$ cat src/hdl/xns_pkg.sv
// types, constants and character class functions for the name scanner
// no dependencies
`timescale 1ns / 1ps

package xns_pkg;

   localparam int CP_BITS        = 21;
   localparam int ADV_BITS       = 12;
   localparam int QUOTE_BITS     = 8;
   localparam int OP_BITS        = 2;
   localparam int COUNT_BITS_DEF = 12;

   localparam logic [CP_BITS-1:0] CP_END    = 21'h00000;
   localparam logic [CP_BITS-1:0] CP_EQ     = 21'h0003D;
   localparam logic [CP_BITS-1:0] CP_DQUOTE = 21'h00022;
   localparam logic [CP_BITS-1:0] CP_SQUOTE = 21'h00027;

   typedef enum logic [OP_BITS-1:0] {
      OP_ELEM   = 2'd0,
      OP_ATTR   = 2'd1,
      OP_VALUE  = 2'd2,
      OP_UNUSED = 2'd3
   } op_type;

   typedef enum logic [3:0] {
      PH_IDLE     = 4'd0,
      PH_ELEM     = 4'd1,
      PH_ATTR     = 4'd2,
      PH_VALUE    = 4'd3,
      PH_WALK     = 4'd4,
      PH_WS_END   = 4'd5,
      PH_AFTER_EQ = 4'd6,
      PH_QUOTED   = 4'd7,
      PH_UNQUOTED = 4'd8
   } phase_type;

   typedef struct packed {
      logic is_end;
      logic is_ws;
      logic is_start;
      logic is_namec;
      logic is_eq;
      logic is_quote;
   } class_type;

   typedef struct packed {
      logic                done;
      logic                ok;
      logic                end_seen;
      logic [ADV_BITS-1:0] advance;
   } rslt_type;

   function automatic logic in_rng(input logic [CP_BITS-1:0] c,
                                   input logic [CP_BITS-1:0] lo,
                                   input logic [CP_BITS-1:0] hi);
      return (c >= lo) && (c <= hi);
   endfunction

   function automatic logic is_ws(input logic [CP_BITS-1:0] c);
      return c == 21'h09 || c == 21'h0A || c == 21'h0C || c == 21'h0D ||
             c == 21'h20 || c == 21'hA0 || c == 21'h1680 ||
             in_rng(c, 21'h2000, 21'h200A) || c == 21'h2028 || c == 21'h2029 ||
             c == 21'h202F || c == 21'h205F || c == 21'h3000;
   endfunction

   function automatic logic is_start(input logic [CP_BITS-1:0] c);
      return in_rng(c, 21'h41, 21'h5A) || in_rng(c, 21'h61, 21'h7A) ||
             c == 21'h3A || c == 21'h5F ||
             in_rng(c, 21'hC0, 21'hD6) || in_rng(c, 21'hD8, 21'hF6) ||
             in_rng(c, 21'hF8, 21'h2FF) || in_rng(c, 21'h370, 21'h37D) ||
             in_rng(c, 21'h37F, 21'h1FFF) || in_rng(c, 21'h200C, 21'h200D) ||
             in_rng(c, 21'h2070, 21'h218F) || in_rng(c, 21'h2C00, 21'h2FEF) ||
             in_rng(c, 21'h3001, 21'hD7FF) || in_rng(c, 21'hF900, 21'hFDCF) ||
             in_rng(c, 21'hFDF0, 21'hFFFD) || in_rng(c, 21'h10000, 21'hEFFFF);
   endfunction

   function automatic logic is_namec(input logic [CP_BITS-1:0] c);
      return is_start(c) || c == 21'h2D || c == 21'h2E ||
             in_rng(c, 21'h30, 21'h39) || c == 21'hB7 ||
             in_rng(c, 21'h300, 21'h36F) || in_rng(c, 21'h203F, 21'h2040);
   endfunction

endpackage

$ cat src/hdl/xns_classify.sv
// character class decode of one code point
// depends on xns_pkg
`timescale 1ns / 1ps

module xns_classify (
   input  logic [xns_pkg::CP_BITS-1:0] code_point,
   output xns_pkg::class_type          cls
);
   import xns_pkg::*;

   always_comb begin
      cls.is_end   = (code_point == CP_END);
      cls.is_ws    = is_ws(code_point);
      cls.is_start = is_start(code_point);
      cls.is_namec = is_namec(code_point);
      cls.is_eq    = (code_point == CP_EQ);
      cls.is_quote = (code_point == CP_DQUOTE) || (code_point == CP_SQUOTE);
   end

endmodule

$ cat src/hdl/xns_step.sv
// scan state machine: phase, count, quote and space registers, one beat per fire
// depends on xns_pkg
`timescale 1ns / 1ps

module xns_step #(
   parameter int COUNT_BITS = xns_pkg::COUNT_BITS_DEF
) (
   input  logic                           clock,
   input  logic                           reset,
   input  logic                           fire,
   input  logic [xns_pkg::CP_BITS-1:0]    code_point,
   input  logic                           start_req,
   input  logic [xns_pkg::OP_BITS-1:0]    op,
   input  logic [xns_pkg::QUOTE_BITS-1:0] quote_char,
   input  xns_pkg::class_type             cls,
   output xns_pkg::rslt_type              rslt
);
   import xns_pkg::*;

   phase_type               phase_ff, phase_in;
   logic [COUNT_BITS-1:0]   count_ff, count_in;
   logic [QUOTE_BITS-1:0]   quote_ff, quote_in;
   logic                    saw_ff, saw_in;

   phase_type               eff_phase;
   logic [COUNT_BITS-1:0]   eff_count;
   logic [QUOTE_BITS-1:0]   eff_quote;
   logic                    eff_saw;
   logic                    first;
   logic                    name_ok;
   logic                    quote_hit;
   logic                    inc;
   logic [COUNT_BITS-1:0]   count_bumped;
   logic [ADV_BITS-1:0]     adv_sat;
   logic                    done, ok, end_seen;

   // effective state after a start beat
   always_comb begin
      eff_count = start_req ? '0 : count_ff;
      eff_saw   = start_req ? 1'b0 : saw_ff;
      eff_quote = quote_ff;
      eff_phase = phase_ff;
      first     = 1'b0;
      if (start_req) begin
         eff_quote = '0;
         unique case (op_type'(op))
            OP_ELEM: begin
               eff_phase = PH_ELEM;
               first     = 1'b1;
            end
            OP_ATTR: begin
               eff_phase = PH_ATTR;
               first     = 1'b1;
            end
            OP_VALUE: begin
               eff_phase = PH_VALUE;
               eff_quote = quote_char;
            end
            OP_UNUSED: eff_phase = PH_IDLE;
         endcase
      end
   end

   assign name_ok   = first ? cls.is_start : cls.is_namec;
   assign quote_hit = (code_point == {{(CP_BITS-QUOTE_BITS){1'b0}}, eff_quote});

   // next state
   always_comb begin
      phase_in = eff_phase;
      quote_in = eff_quote;
      saw_in   = eff_saw;
      inc      = 1'b0;
      unique case (eff_phase)
         PH_IDLE: phase_in = PH_IDLE;
         PH_ELEM: begin
            if (cls.is_end) phase_in = PH_IDLE;
            else if (name_ok) inc = 1'b1;
            else phase_in = PH_IDLE;
         end
         PH_ATTR: begin
            if (cls.is_end) phase_in = PH_IDLE;
            else if (name_ok) inc = 1'b1;
            else if (first) begin
               phase_in = PH_IDLE;
               inc      = !cls.is_ws;
            end else if (cls.is_ws || cls.is_eq) phase_in = PH_IDLE;
            else begin
               inc      = 1'b1;
               phase_in = PH_WALK;
            end
         end
         PH_VALUE: begin
            if (cls.is_end) phase_in = PH_IDLE;
            else begin
               inc = 1'b1;
               if (quote_hit) phase_in = PH_IDLE;
            end
         end
         PH_WALK: begin
            if (cls.is_end) phase_in = PH_IDLE;
            else begin
               inc = 1'b1;
               if (cls.is_ws) phase_in = PH_WS_END;
               else if (cls.is_eq) phase_in = PH_AFTER_EQ;
            end
         end
         PH_WS_END: begin
            if (cls.is_end) phase_in = PH_IDLE;
            else if (cls.is_ws) inc = 1'b1;
            else phase_in = PH_IDLE;
         end
         PH_AFTER_EQ: begin
            if (cls.is_end) phase_in = PH_IDLE;
            else if (cls.is_ws) begin
               inc    = 1'b1;
               saw_in = 1'b1;
            end else if (cls.is_quote) begin
               inc      = 1'b1;
               quote_in = code_point[QUOTE_BITS-1:0];
               phase_in = PH_QUOTED;
            end else if (eff_saw) phase_in = PH_IDLE;
            else begin
               inc      = 1'b1;
               phase_in = PH_UNQUOTED;
            end
         end
         PH_QUOTED: begin
            if (cls.is_end) phase_in = PH_IDLE;
            else begin
               inc = 1'b1;
               if (quote_hit) phase_in = PH_WS_END;
            end
         end
         PH_UNQUOTED: begin
            if (cls.is_end || cls.is_ws) phase_in = PH_IDLE;
            else inc = 1'b1;
         end
         default: phase_in = PH_IDLE;
      endcase
   end

   // result flags
   always_comb begin
      done     = 1'b0;
      ok       = 1'b0;
      end_seen = 1'b0;
      unique case (eff_phase)
         PH_IDLE: done = 1'b0;
         PH_ELEM: begin
            if (cls.is_end) begin
               done     = 1'b1;
               ok       = 1'b1;
               end_seen = 1'b1;
            end else if (!name_ok) begin
               done = 1'b1;
               ok   = cls.is_ws;
            end
         end
         PH_ATTR: begin
            if (cls.is_end) begin
               done     = 1'b1;
               ok       = 1'b1;
               end_seen = 1'b1;
            end else if (!name_ok) begin
               if (first) begin
                  done = 1'b1;
                  ok   = cls.is_ws;
               end else if (cls.is_ws || cls.is_eq) begin
                  done = 1'b1;
                  ok   = 1'b1;
               end
            end
         end
         PH_VALUE: begin
            if (cls.is_end) begin
               done     = 1'b1;
               end_seen = 1'b1;
            end else if (quote_hit) begin
               done = 1'b1;
               ok   = 1'b1;
            end
         end
         PH_WALK, PH_QUOTED: begin
            done     = cls.is_end;
            end_seen = cls.is_end;
         end
         PH_WS_END: begin
            done     = cls.is_end || !cls.is_ws;
            end_seen = cls.is_end;
         end
         PH_AFTER_EQ: begin
            done     = cls.is_end || (!cls.is_ws && !cls.is_quote && eff_saw);
            end_seen = cls.is_end;
         end
         PH_UNQUOTED: begin
            done     = cls.is_end || cls.is_ws;
            end_seen = cls.is_end;
         end
         default: done = 1'b0;
      endcase
   end

   assign count_bumped = (inc && (eff_count != '1)) ? eff_count + COUNT_BITS'(1) : eff_count;
   assign count_in     = count_bumped;

   generate
      if (COUNT_BITS > ADV_BITS) begin : g_adv_clip
         assign adv_sat = (|count_bumped[COUNT_BITS-1:ADV_BITS]) ?
                          '1 : count_bumped[ADV_BITS-1:0];
      end else begin : g_adv_ext
         assign adv_sat = ADV_BITS'(count_bumped);
      end
   endgenerate

   always_comb begin
      rslt.done     = done;
      rslt.ok       = ok;
      rslt.end_seen = end_seen;
      rslt.advance  = adv_sat;
   end

   always_ff @(posedge clock) begin
      if (reset) begin
         phase_ff <= PH_IDLE;
         count_ff <= '0;
         quote_ff <= '0;
         saw_ff   <= 1'b0;
      end else if (fire) begin
         phase_ff <= phase_in;
         count_ff <= count_in;
         quote_ff <= quote_in;
         saw_ff   <= saw_in;
      end
   end

endmodule

$ cat src/hdl/xml_name_and_attribute_scanner.sv
// a scan's last beat passes the input register and then the result register
// throughput: one code point per cycle unless the result register is stalled,
// set by the combinational scan step between the input and result registers
// reset: synchronous, active high; clears both registers' valid bits and the
// scan state to idle with a zero count
`timescale 1ns / 1ps

module xml_name_and_attribute_scanner #(
   parameter int COUNT_BITS = xns_pkg::COUNT_BITS_DEF
) (
   input  logic                           clock,
   input  logic                           reset,
   input  logic                           req_valid,
   output logic                           req_ready,
   input  logic [xns_pkg::CP_BITS-1:0]    req_code_point,
   input  logic                           req_start_req,
   input  logic [xns_pkg::OP_BITS-1:0]    req_op,
   input  logic [xns_pkg::QUOTE_BITS-1:0] req_quote_char,
   output logic                           rsp_valid,
   input  logic                           rsp_ready,
   output logic [xns_pkg::ADV_BITS-1:0]   rsp_advance,
   output logic                           rsp_ok,
   output logic                           rsp_end_seen
);
   import xns_pkg::*;

   logic                  in_valid_ff;
   logic [CP_BITS-1:0]    cp_ff;
   logic                  start_ff;
   logic [OP_BITS-1:0]    op_ff;
   logic [QUOTE_BITS-1:0] quote_ff;

   logic                  out_valid_ff, out_valid_in;
   logic [ADV_BITS-1:0]   adv_ff;
   logic                  ok_ff;
   logic                  end_ff;

   logic                  out_free;
   logic                  fire;
   class_type             cls;
   rslt_type              rslt;

   assign out_free  = !out_valid_ff || rsp_ready;
   assign fire      = in_valid_ff && out_free;
   assign req_ready = !in_valid_ff || fire;

   always_ff @(posedge clock) begin
      if (reset) begin
         in_valid_ff <= 1'b0;
      end else if (req_ready) begin
         in_valid_ff <= req_valid;
      end
   end

   always_ff @(posedge clock) begin
      if (req_valid && req_ready) begin
         cp_ff    <= req_code_point;
         start_ff <= req_start_req;
         op_ff    <= req_op;
         quote_ff <= req_quote_char;
      end
   end

   xns_classify u_classify (
      .code_point (cp_ff),
      .cls        (cls)
   );

   xns_step #(
      .COUNT_BITS (COUNT_BITS)
   ) u_step (
      .clock      (clock),
      .reset      (reset),
      .fire       (fire),
      .code_point (cp_ff),
      .start_req  (start_ff),
      .op         (op_ff),
      .quote_char (quote_ff),
      .cls        (cls),
      .rslt       (rslt)
   );

   always_comb begin
      out_valid_in = out_valid_ff && !rsp_ready;
      if (fire) begin
         out_valid_in = rslt.done;
      end
   end

   always_ff @(posedge clock) begin
      if (reset) begin
         out_valid_ff <= 1'b0;
      end else begin
         out_valid_ff <= out_valid_in;
      end
   end

   always_ff @(posedge clock) begin
      if (fire && rslt.done) begin
         adv_ff <= rslt.advance;
         ok_ff  <= rslt.ok;
         end_ff <= rslt.end_seen;
      end
   end

   assign rsp_valid    = out_valid_ff;
   assign rsp_advance  = adv_ff;
   assign rsp_ok       = ok_ff;
   assign rsp_end_seen = end_ff;

endmodule

$ cat config.mk
export PLATFORM = sky130hd
export DESIGN_NAME = xml_name_and_attribute_scanner
export DESIGN_NICKNAME = d
export VERILOG_FILES = /design/src/hdl/xns_pkg.sv /design/src/hdl/xns_classify.sv /design/src/hdl/xns_step.sv /design/src/hdl/xml_name_and_attribute_scanner.sv
export SDC_FILE = /design/constraint.sdc
export NUM_CORES = 1
export LEC_CHECK = 0
export ABC_AREA = 1
export BUFFER_PORTS_ARGS = -buffer_cell sky130_fd_sc_hd__buf_4
export CORE_MARGIN = 4
export CORE_UTILIZATION = 66
export DETAILED_ROUTE_END_ITERATION = 16
export PLACE_DENSITY = 0.91
export SLEW_MARGIN = 5
export SYNTH_ARGS = -nofsm -noshare
export SYNTH_HDL_FRONTEND = slang
export SYNTH_SLANG_ARGS = --single-unit
$ cat constraint.sdc
create_clock -name clock -period 6.2 [get_ports clock]
set_input_delay 0 -clock clock [delete_from_list [all_inputs] [get_ports clock]]
set_output_delay 0 -clock clock [all_outputs]
set_load 0.05 [all_outputs]
# Word-level counts from Yosys, hierarchy flattened
# Index checks and enable logic that the tools add are counted.
# op_classes
addsub	1
magnitude_cmp	36
n_eq_ne	33
mux	72
reduce_logical	77
# ops
cell	n
equality test 21 x 6 -> 1 bit, second input constant	7
greater-or-equal comparator 21 x 14 -> 1 bit, second input constant	6
equality test 21 x 14 -> 1 bit, second input constant	5
less-or-equal comparator 21 x 14 -> 1 bit, second input constant	5
equality test 21 x 4 -> 1 bit, second input constant	4
two-way mux 4 bit	20
greater-or-equal comparator 21 x 10 -> 1 bit, second input constant	3
greater-or-equal comparator 21 x 8 -> 1 bit, second input constant	3
less-or-equal comparator 21 x 10 -> 1 bit, second input constant	3
less-or-equal comparator 21 x 16 -> 1 bit, second input constant	3
two-way mux 8 bit	6
equality test 21 x 8 -> 1 bit, second input constant	2
greater-or-equal comparator 21 x 16 -> 1 bit, second input constant	2
greater-or-equal comparator 21 x 7 -> 1 bit, second input constant	2
less-or-equal comparator 21 x 7 -> 1 bit, second input constant	2
less-or-equal comparator 21 x 8 -> 1 bit, second input constant	2
logical OR 1 bit	40
two-way mux 1 bit	37
one-hot mux 4 bit (8 select lines)	1
logical AND 1 bit	25
two-way mux 12 bit	2
equality test 21 x 13 -> 1 bit, second input constant	1
equality test 21 x 7 -> 1 bit, second input constant	1
equality test 21 x 8 -> 1 bit	1
other kinds (25)	36
# word_totals
ff_bits	73

# Longest topological paths before layout
# Gate-level depths: netlist of run 1.
# logic_depth
depth_word	29
depth_mapped	22
mapped_depth_nobuf	20

# Hierarchy
# A second synthesis of run 1 with hierarchy kept.
# hier_totals
cells_unflattened	839
hier_area_um2	5646.7
# modules_own_cells
mod	n_inst	cells_per_inst	area_each_um2	seq_area_each_um2
xns_step	1	444	2524.9	500.5
xns_classify	1	331	1635.3	0.0
xml_name_and_attribute_scanner	1	64	1486.4	1421.4

# Worst setup path after synthesis of run 1
# Ideal clock, no wire load.
# synth_timing
kind	register -> register
start	register start_ff
end	register adv_ff[4] (netlist: rsp_advance[4]), data pin
t_arrival_ns	2.447
required_time_ns	5.945
setup_slack_ns	3.499
path_stages_with_launch	14
path_buffers	4
synth_period_minus_slack_ns	2.701
cell_sequence	edfxtp_1 > buf_2 > buf_2 > buf_2 > nor2_1 > ha_1 > inv_1 > nor2_1 > nand4_1 > inv_1 > nand4_1 > clkbuf_1 > nand3_1 > nand2_1
# synth_lines
element	line	text
start, declared	xml_name_and_attribute_scanner.sv:29	logic start_ff;
start signal, assigned	xml_name_and_attribute_scanner.sv:58	start_ff <= req_start_req;
end signal, assigned	xml_name_and_attribute_scanner.sv:100	adv_ff <= rslt.advance;
end, declared	xml_name_and_attribute_scanner.sv:34	logic [ADV_BITS-1:0] adv_ff;

# Worst setup path after layout of run 1
# layout_timing
start	register start_ff
end	register adv_ff[0] (netlist: rsp_advance[0]), enable pin
# layout_via
elab_chain_len	6
# layout_rtl
element	line	text
two-way mux 8 bit / two-way mux 1 bit (equally long branches)	xns_step.sv:44	if (start_req) begin
equality test 21 x 8 -> 1 bit, or another cell as far along	xns_step.sv:65	assign quote_hit = (code_point == {{(CP_BITS-QUOTE_BITS){1'b0}}, eff_quote});
two-way mux 1 bit, on equally long branches	xns_step.sv:178, xns_step.sv:154, xns_step.sv:164	
two-way mux 1 bit, on equally long branches	xns_step.sv:175, xns_step.sv:150, xns_step.sv:160	
one-hot mux 1 bit (7 select lines) (*)	xns_step.sv:147	unique case (eff_phase)
logical AND 1 bit (*)	xml_name_and_attribute_scanner.sv:99	if (fire && rslt.done) begin
# Mark *: on every way between the ends. The rest lies on a longest branch, timed or not.
# A chain may end at the register's enable or synchronous reset.

==> results of run 1 <==
area by class of cell:
class                   instances  area share
multi-input cells             646       0.480
well taps                     105      0.0197
clock inverters                 6      0.0159
repair buffers                 85       0.108
flip-flops and latches         73       0.288
clock buffers                  10      0.0191
inverters                     122      0.0693
report_power, final:
group / total (mW) / leakage, nW / switching [mW] / internal, mW
Combinational: 0.230 / 2.26 / 0.155 / 0.0758
Clock: 0.461 / 0.114 / 0.195 / 0.266
Sequential: 0.573 / 0.663 / 0.0319 / 0.541
Total: 1.26 / 3.03 / 0.382 / 0.883
routing by layer:
layer | share of wire | up-vias | GRT usage | routed length (um)
met3 | 0.14 | 208 | 0.136 | 3090
met4 | 0.084 | 0 | 0.289 | 1860
met5 | 0 | - | 0 | 0
li1 | - | 2946 | - | -
met2 | 0.44 | 684 | 0.704 | 9760
met1 | 0.33 | 3037 | 0.532 | 7350
worst paths after layout:
| path | cells after the start | to | start | slack [ns] |
|---|---|---|---|---|
| worst max-delay path | 14 | rsp_advance[0] | start_ff | 2.00 |
| worst min-delay path | 2 | u_step.saw_ff | reset | 0.04 |
| worst max register to register | 14 | rsp_advance[0] | start_ff | 2.00 |
| worst min register to register | 2 | u_step.quote_ff[4] | u_step.quote_ff[4] | 0.49 |
critical path, cell delays in order, from the launching register on:
cell and delay [ns]:
edfxtp_1 1.14, clkinv_1 0.63, nand2_1 0.29, nand2_1 0.13, nor2_1 0.10, o21ai_0 0.12, nor2_1 0.18, nand3_1 0.20
inv_1 0.13, nand2_1 0.08, nand3_1 0.09, nand2_1 0.05, nand2_1 0.06, nand2_1 0.07, inv_1 0.55
placed cells by master (no fill, tap or decap), drive strengths merged, types with 2 or more instances in the layout:
cell type,n
a21oi,43
buf,52
bufinv,3
clkbuf,10
clkinv,7
dfxtp,27
dlygate4sd3,33
edfxtp,46
ha,4
inv,117
nand2,257
nand3,96
nand4,35
nor2,135
nor3,19
nor4,5
o21ai,27
o22ai,4
or2,2
xnor2,4
xor2,8
cell families (layout without fill, tap and decap cells):
logic type | count (synthesis) | count (layout) | share of synthesized area
and+or+nand+nor | 551 | 551 | 0.451
buffers and inverters | 150 | 223 | 0.114
AOI/OAI and AO/OA | 78 | 78 | 0.0737
DFF | 73 | 73 | 0.332
xor gates and xnor gates | 12 | 12 | 0.0182
adders and majority gates | 4 | 4 | 0.00865
muxes | 1 | 1 | 0.00238
sequential cells by signal, indices dropped and copies added, names as in the netlist:
name and flops:
cp_ff 21, in_valid_ff 1, rsp_advance 12, u_step.phase_ff 4, op_ff 2, u_step.saw_ff 1, quote_ff 8, rsp_end_seen 1
rsp_ok 1, rsp_valid 1, u_step.count_ff 12, start_ff 1, u_step.quote_ff 8
metrics by stage:
step	instance area [um2]	utilization	hold slack, ns	total power [mW]
global placement	6110	0.729	0.178	0.763
detailed placement	6110	0.729	0.179	0.772
CTS	6680	0.797	0.00692	1.23
global route	6680	0.797	0.0418	1.29
finish	6680	0.797	0.0371	1.26
floorplan	5790	-	0.0989	0.720
==> qor.csv, run 1 <==
stage;metric;value;unit
status;outcome;complete, no violations;
global_routing;gr ovfl total;0;
global_routing;number of global-route vias before repair;6790;
routing;drt first pass iters;11;
critical_path;CP Launch Type;flop;
clock_network;post_cts resized;0;
synthesis;post-synth cell types;41;
clock_network;Num CTS Buffers;9;
floorplan;area of the die;10300;um2
global_routing;pin count of the biggest net entering global routing;33;
floorplan;starting density of the core;0.690;
synthesis;Yosys top cell area share;0.239;
critical_path;nature of the critical path endpoint;flop;
clock_network;H-Tree Depth;3;
clock_network;CTS Buffer Depth;2;
synthesis;Post-synth EDFFs;46;
sta;Final Hold Fails;0;
routing;vias per inst;6.57;
sta;Setup WS post-layout;2.00;ns
synthesis;asr flop ratio synth;0;
synthesis;top-count cell post-synth;nand2_1;
synthesis;syn_nets;909;
synthesis;most area-consuming cells after synthesis;edfxtp_1 24%, nand2_1 15%, dfxtp_1 9.3%;
final_layout;Layout Cells excl Fill;1047;
min_path;Hold/Removal Path Class;in -> reg;
critical_path;Critical Path RT;6.18;ns
critical_path;Data arrival, critical path;4.18;ns
clock_network;CTS Root Cell;clkbuf_8;
floorplan;# IOs;52;
sta;TNS Setup;0;ns
placed_design;dpl hpwl;13.9;mm
sta;setup violators final;0;
floorplan;die width;102;um
synthesis;ys flop type;edfxtp_1;
sta;worst rel slew slack;0.150;
routing;DR WL/cell;21.1;um
final_layout;ant diodes;0;
floorplan;die span in y;102;um
final_layout;layout cells sized above 1;0.163;
sta;final period utilization;0.678;
clock_network;CTS sink cnt;73;
floorplan;core footprint;8380;um2
clock_network;CTS tree;built;
sta;Final Skew;0.0206;ns
sta;RSZ-0062 raised after global routing;no;
pwr;power density cells;189;nW/um2
global_routing;initial antenna violation count;0;
clock_network;clock latency on the worst-skew pair;0.36;ns
floorplan;FP Rows;33;
sta;final period demand of the worst path;4.20;ns
flow_run;MaxCap Viol Count;0;
final_layout;Area Growth Syn to Fin;15.4;%
placed_design;final weighted congestion of routability-driven global placement;1.02;
routing;Routed WL;22.1;mm
critical_path;crit path max fanout;29;
critical_path;kind of critical path;reg -> reg;
synthesis;Synth area leader;edfxtp_1;
synthesis;most frequent cells after synthesis;236 x nand2_1, 108 x nor2_1, 101 x inv_1, 80 x nand3_1, 46 x edfxtp_1;
final_layout;storage element area;1920;um2
global_routing;Global Route Usage Sum;0.448;
placed_design;Placement Setup Slack;2.66;ns
clock_network;Post-CTS Hold Fix Bufs;33;
final_layout;NumNets Final;977;
sta;fmax;238;MHz
synthesis;synth warn;0;
final_layout;area of the multi-input gates;3210;um2
routing;via count;6875;
routing;Iter 0 DRT Violations;1027;
global_routing;first-pass GRT wire length;35.4;mm
synthesis;syn avg cell area;6.66;um2
final_layout;Filler cells;523;
synthesis;Cells after Synth;869;
routing;drt drc;0;
pwr;peak supply drop;197;uV
placed_design;port bufs;51;
synthesis;Post-Synthesis Cell Area;5790;um2
placed_design;total placed cells including tap cells;998;
synthesis;Synth Register Bits;73;
routing;ANT nets after route;0;
pwr;Leak;3.03;nW
clock_network;clock-pin slew on the worst setup and hold paths;0.09;ns
synthesis;sequential cell area fraction in the yosys report;0.332;
clock_network;setup bufs post-CTS;0;
sta;worst-margin pin slew;1.27;ns
sta;fin. max-slew vios;0;
No activity file was read; power rests on OpenSTA's default activity.
==> run 2, diff against run 1 <==
Settings changed: CORE_UTILIZATION 66 to 61, PLACE_DENSITY 0.91 to 0.85.
Clock period 6.2 ns to 3.9 ns, I/O delays scaled along.
==> run 2 against run 1 <==
Clock skew decreased by 0.0030 ns. Non-clock buffer count increased by 5. Combinational power increased by 54%. Register-to-register slack got worse by 1.4 ns. Critical path depth decreased by 4. Clock power increased by 33%. Clock-buffer cell count decreased by 1. Core utilization decreased by 7.0 points. Die area increased by 7.5%. Sequential share of layout area decreased by 0.17 points. Critical endpoint is now rsp_end_seen.
==> qor.csv, run 2 (same netlist as run 1, synthesis figures left out) <==
stage;metric;value;unit;change
status;outcome;complete, no violations;;
final_layout;layout cells sized above 1;0.168;;+0.00442
sta;final period utilization;0.850;;+0.172
clock_network;H-Tree Depth;3;;unchanged
floorplan;die width;105;um;+3.7%
floorplan;core footprint;9240;um2;+10%
clock_network;CTS tree;built;;
routing;drt first pass iters;7;;-4
sta;Final Skew;0.0176;ns;-0.00303 ns
floorplan;area of the die;11100;um2;+7.5%
routing;Routed WL;18.5;mm;-16%
final_layout;Final Cell Area;6720;um2;+0.58%
final_layout;Largest Register;cp_ff;;
min_path;Hold/Removal Path Class;in -> reg;;
global_routing;number of global-route vias before repair;5918;;-13%
sta;Final Hold Fails;0;;unchanged
sta;fmax;302;MHz;+27%
routing;vias per inst;5.75;;-12%
clock_network;Post-CTS Hold Fix Bufs;34;;+3.0%
critical_path;CP Launch Type;flop;;
routing;Iter 0 DRT Violations;602;;-41%
global_routing;gr ovfl total;0;;unchanged
placed_design;final weighted congestion of routability-driven global placement;1.08;;+6.0%
sta;fin. max-slew vios;0;;unchanged
pwr;power density cells;278;nW/um2;+47%
final_layout;most common cell after layout, fill and taps aside;nand2_1;;
final_layout;final core occ;0.727;;-0.0698
routing;via count;6196;;-9.9%
placed_design;port bufs;51;;unchanged
floorplan;FP Rows;35;;+6.1%
pwr;peak supply drop;265;uV;+34%
critical_path;slowest stage cell, crit path;edfxtp_1;;
critical_path;Data arrival, critical path;3.29;ns;-0.89 ns
critical_path;CP Cell Sequence;nand2_1 -> nor3_1 -> nand4_1 -> nand4_1 -> nand4_1 -> nand3_1 -> nand2_1 -> nand2_1 -> nand2_1 -> inv_1;;
routing;ANT nets after route;0;;unchanged
critical_path;kind of critical path;reg -> reg;;
critical_path;crit path max fanout;14;;-52%
clock_network;CTS sink cnt;73;;unchanged
critical_path;slowest stage delay, CP;0.69;ns;-0.45 ns
sta;TNS Setup;0;ns;unchanged
sta;worst rel slew slack;0.399;;+0.248
critical_path;cell repeated most along the worst path;nand2_1;;
clock_network;post_cts resized;0;;unchanged
routing;drt drc;0;;unchanged
final_layout;commonest non-fill, non-tap cells in the layout;236 x nand2_1, 108 x nor2_1, 101 x inv_1;;
sta;setup violators final;0;;unchanged
global_routing;pin count of the biggest net entering global routing;29;;-12%
final_layout;max reg flops;21;;unchanged
sta;worst-margin pin slew;0.901;ns;-0.366 ns
clock_network;Num CTS Buffers;9;;unchanged
clock_network;clock-pin slew on the worst setup and hold paths;0.09;ns;about the same
floorplan;starting density of the core;0.626;;-0.0641
floorplan;die span in y;105;um;+3.7%
clock_network;CTS Root Cell;clkbuf_8;;
global_routing;first-pass GRT wire length;30.1;mm;-15%
final_layout;NumNets Final;982;;+0.51%
critical_path;Critical Path RT;3.87;ns;-2.31 ns
global_routing;initial antenna violation count;0;;unchanged
pwr;Leak;3.05;nW;+0.42%
routing;DR WL/cell;17.2;um;-18%
critical_path;CP delay by family, top;simple AND/OR/NAND/NOR gates;;
final_layout;Area Growth Syn to Fin;16.1;%;
clock_network;clock latency on the worst-skew pair;0.35;ns;about the same
critical_path;nature of the critical path endpoint;flop;;
placed_design;dpl hpwl;13.3;mm;-4.2%
floorplan;# IOs;52;;unchanged
sta;final period demand of the worst path;3.32;ns;-0.886 ns
critical_path;CP bufs+invs;1;;-2
placed_design;Post-DP Area;6170;um2;+0.98%
global_routing;Global Route Usage Sum;0.340;;-0.108
sta;Hold Slack;0.0491;ns;+0.0119 ns
flow_run;MaxCap Viol Count;0;;unchanged
clock_network;setup bufs post-CTS;0;;unchanged
sta;RSZ-0062 raised after global routing;no;;
clock_network;CTS Buffer Depth;2;;unchanged
-- run 2: cell count changes in the layout (fill, tap and decap cells not counted), sizes merged --
| cell | before | now |
|---|---|---|
| inv | 117 | 121 |
| dlygate4sd3 | 33 | 34 |
| buf | 52 | 56 |
| clkinv | 7 | 6 |
| bufinv | 3 | 1 |
| diode | 0 | 1 |
| clkbuf | 10 | 9 |
-- run 2: area by class of cell --
type,count,area [um2]
sequential,73,1920
antenna,1,2.50
multi-input combinational,646,3210
timing repair buffer,90,761
inverter,122,463
tap,129,161
clock buffer,9,124
fill,749,2520
clock inverter,7,76.3
-- run 2: power breakdown --
part           switching, mW  leakage, nW  internal, mW
clock network          0.312       0.0983         0.301
logic                  0.232         2.28         0.123
registers             0.0387        0.663         0.859
total                  0.582         3.05          1.28
-- run 2: per-layer routing --
metal  wire [um]  track usage  up-vias
met4         905        0.153        0
met2        8340        0.544      394
li1            -            -     2965
met3        1960       0.0772       82
met1        7300        0.439     2755
met5           0            0        -
-- run 2: worst register-to-register path, stage by stage (launching register included) --
cell and delay [ns]:
edfxtp_1 0.69, nand2_1 0.19, nor3_1 0.64, nand4_1 0.30, nand4_1 0.22, nand4_1 0.13, nand3_1 0.09, nand2_1 0.06
nand2_1 0.06, nand2_1 0.08, inv_1 0.47
-- run 2: through the flow --
step,std cells,setup slack (ns),power (mW)
after detailed placement,1026,0.741,1.23
after global placement,1026,0.731,1.23
final,1077,0.585,1.87
after CTS,1076,0.714,1.85
after floorplan,869,1.20,1.14
after global routing,1076,0.325,1.94
-- run 2: worst paths after layout --
check,slack (ns),from,cells past startpoint,endpoint
setup / recovery,0.58,cp_ff[3],10,rsp_end_seen
hold / removal,0.05,reset,2,u_step.phase_ff[3]
hold reg to reg,0.47,u_step.quote_ff[3],2,u_step.quote_ff[3]
setup reg to reg,0.58,cp_ff[3],10,rsp_end_seen
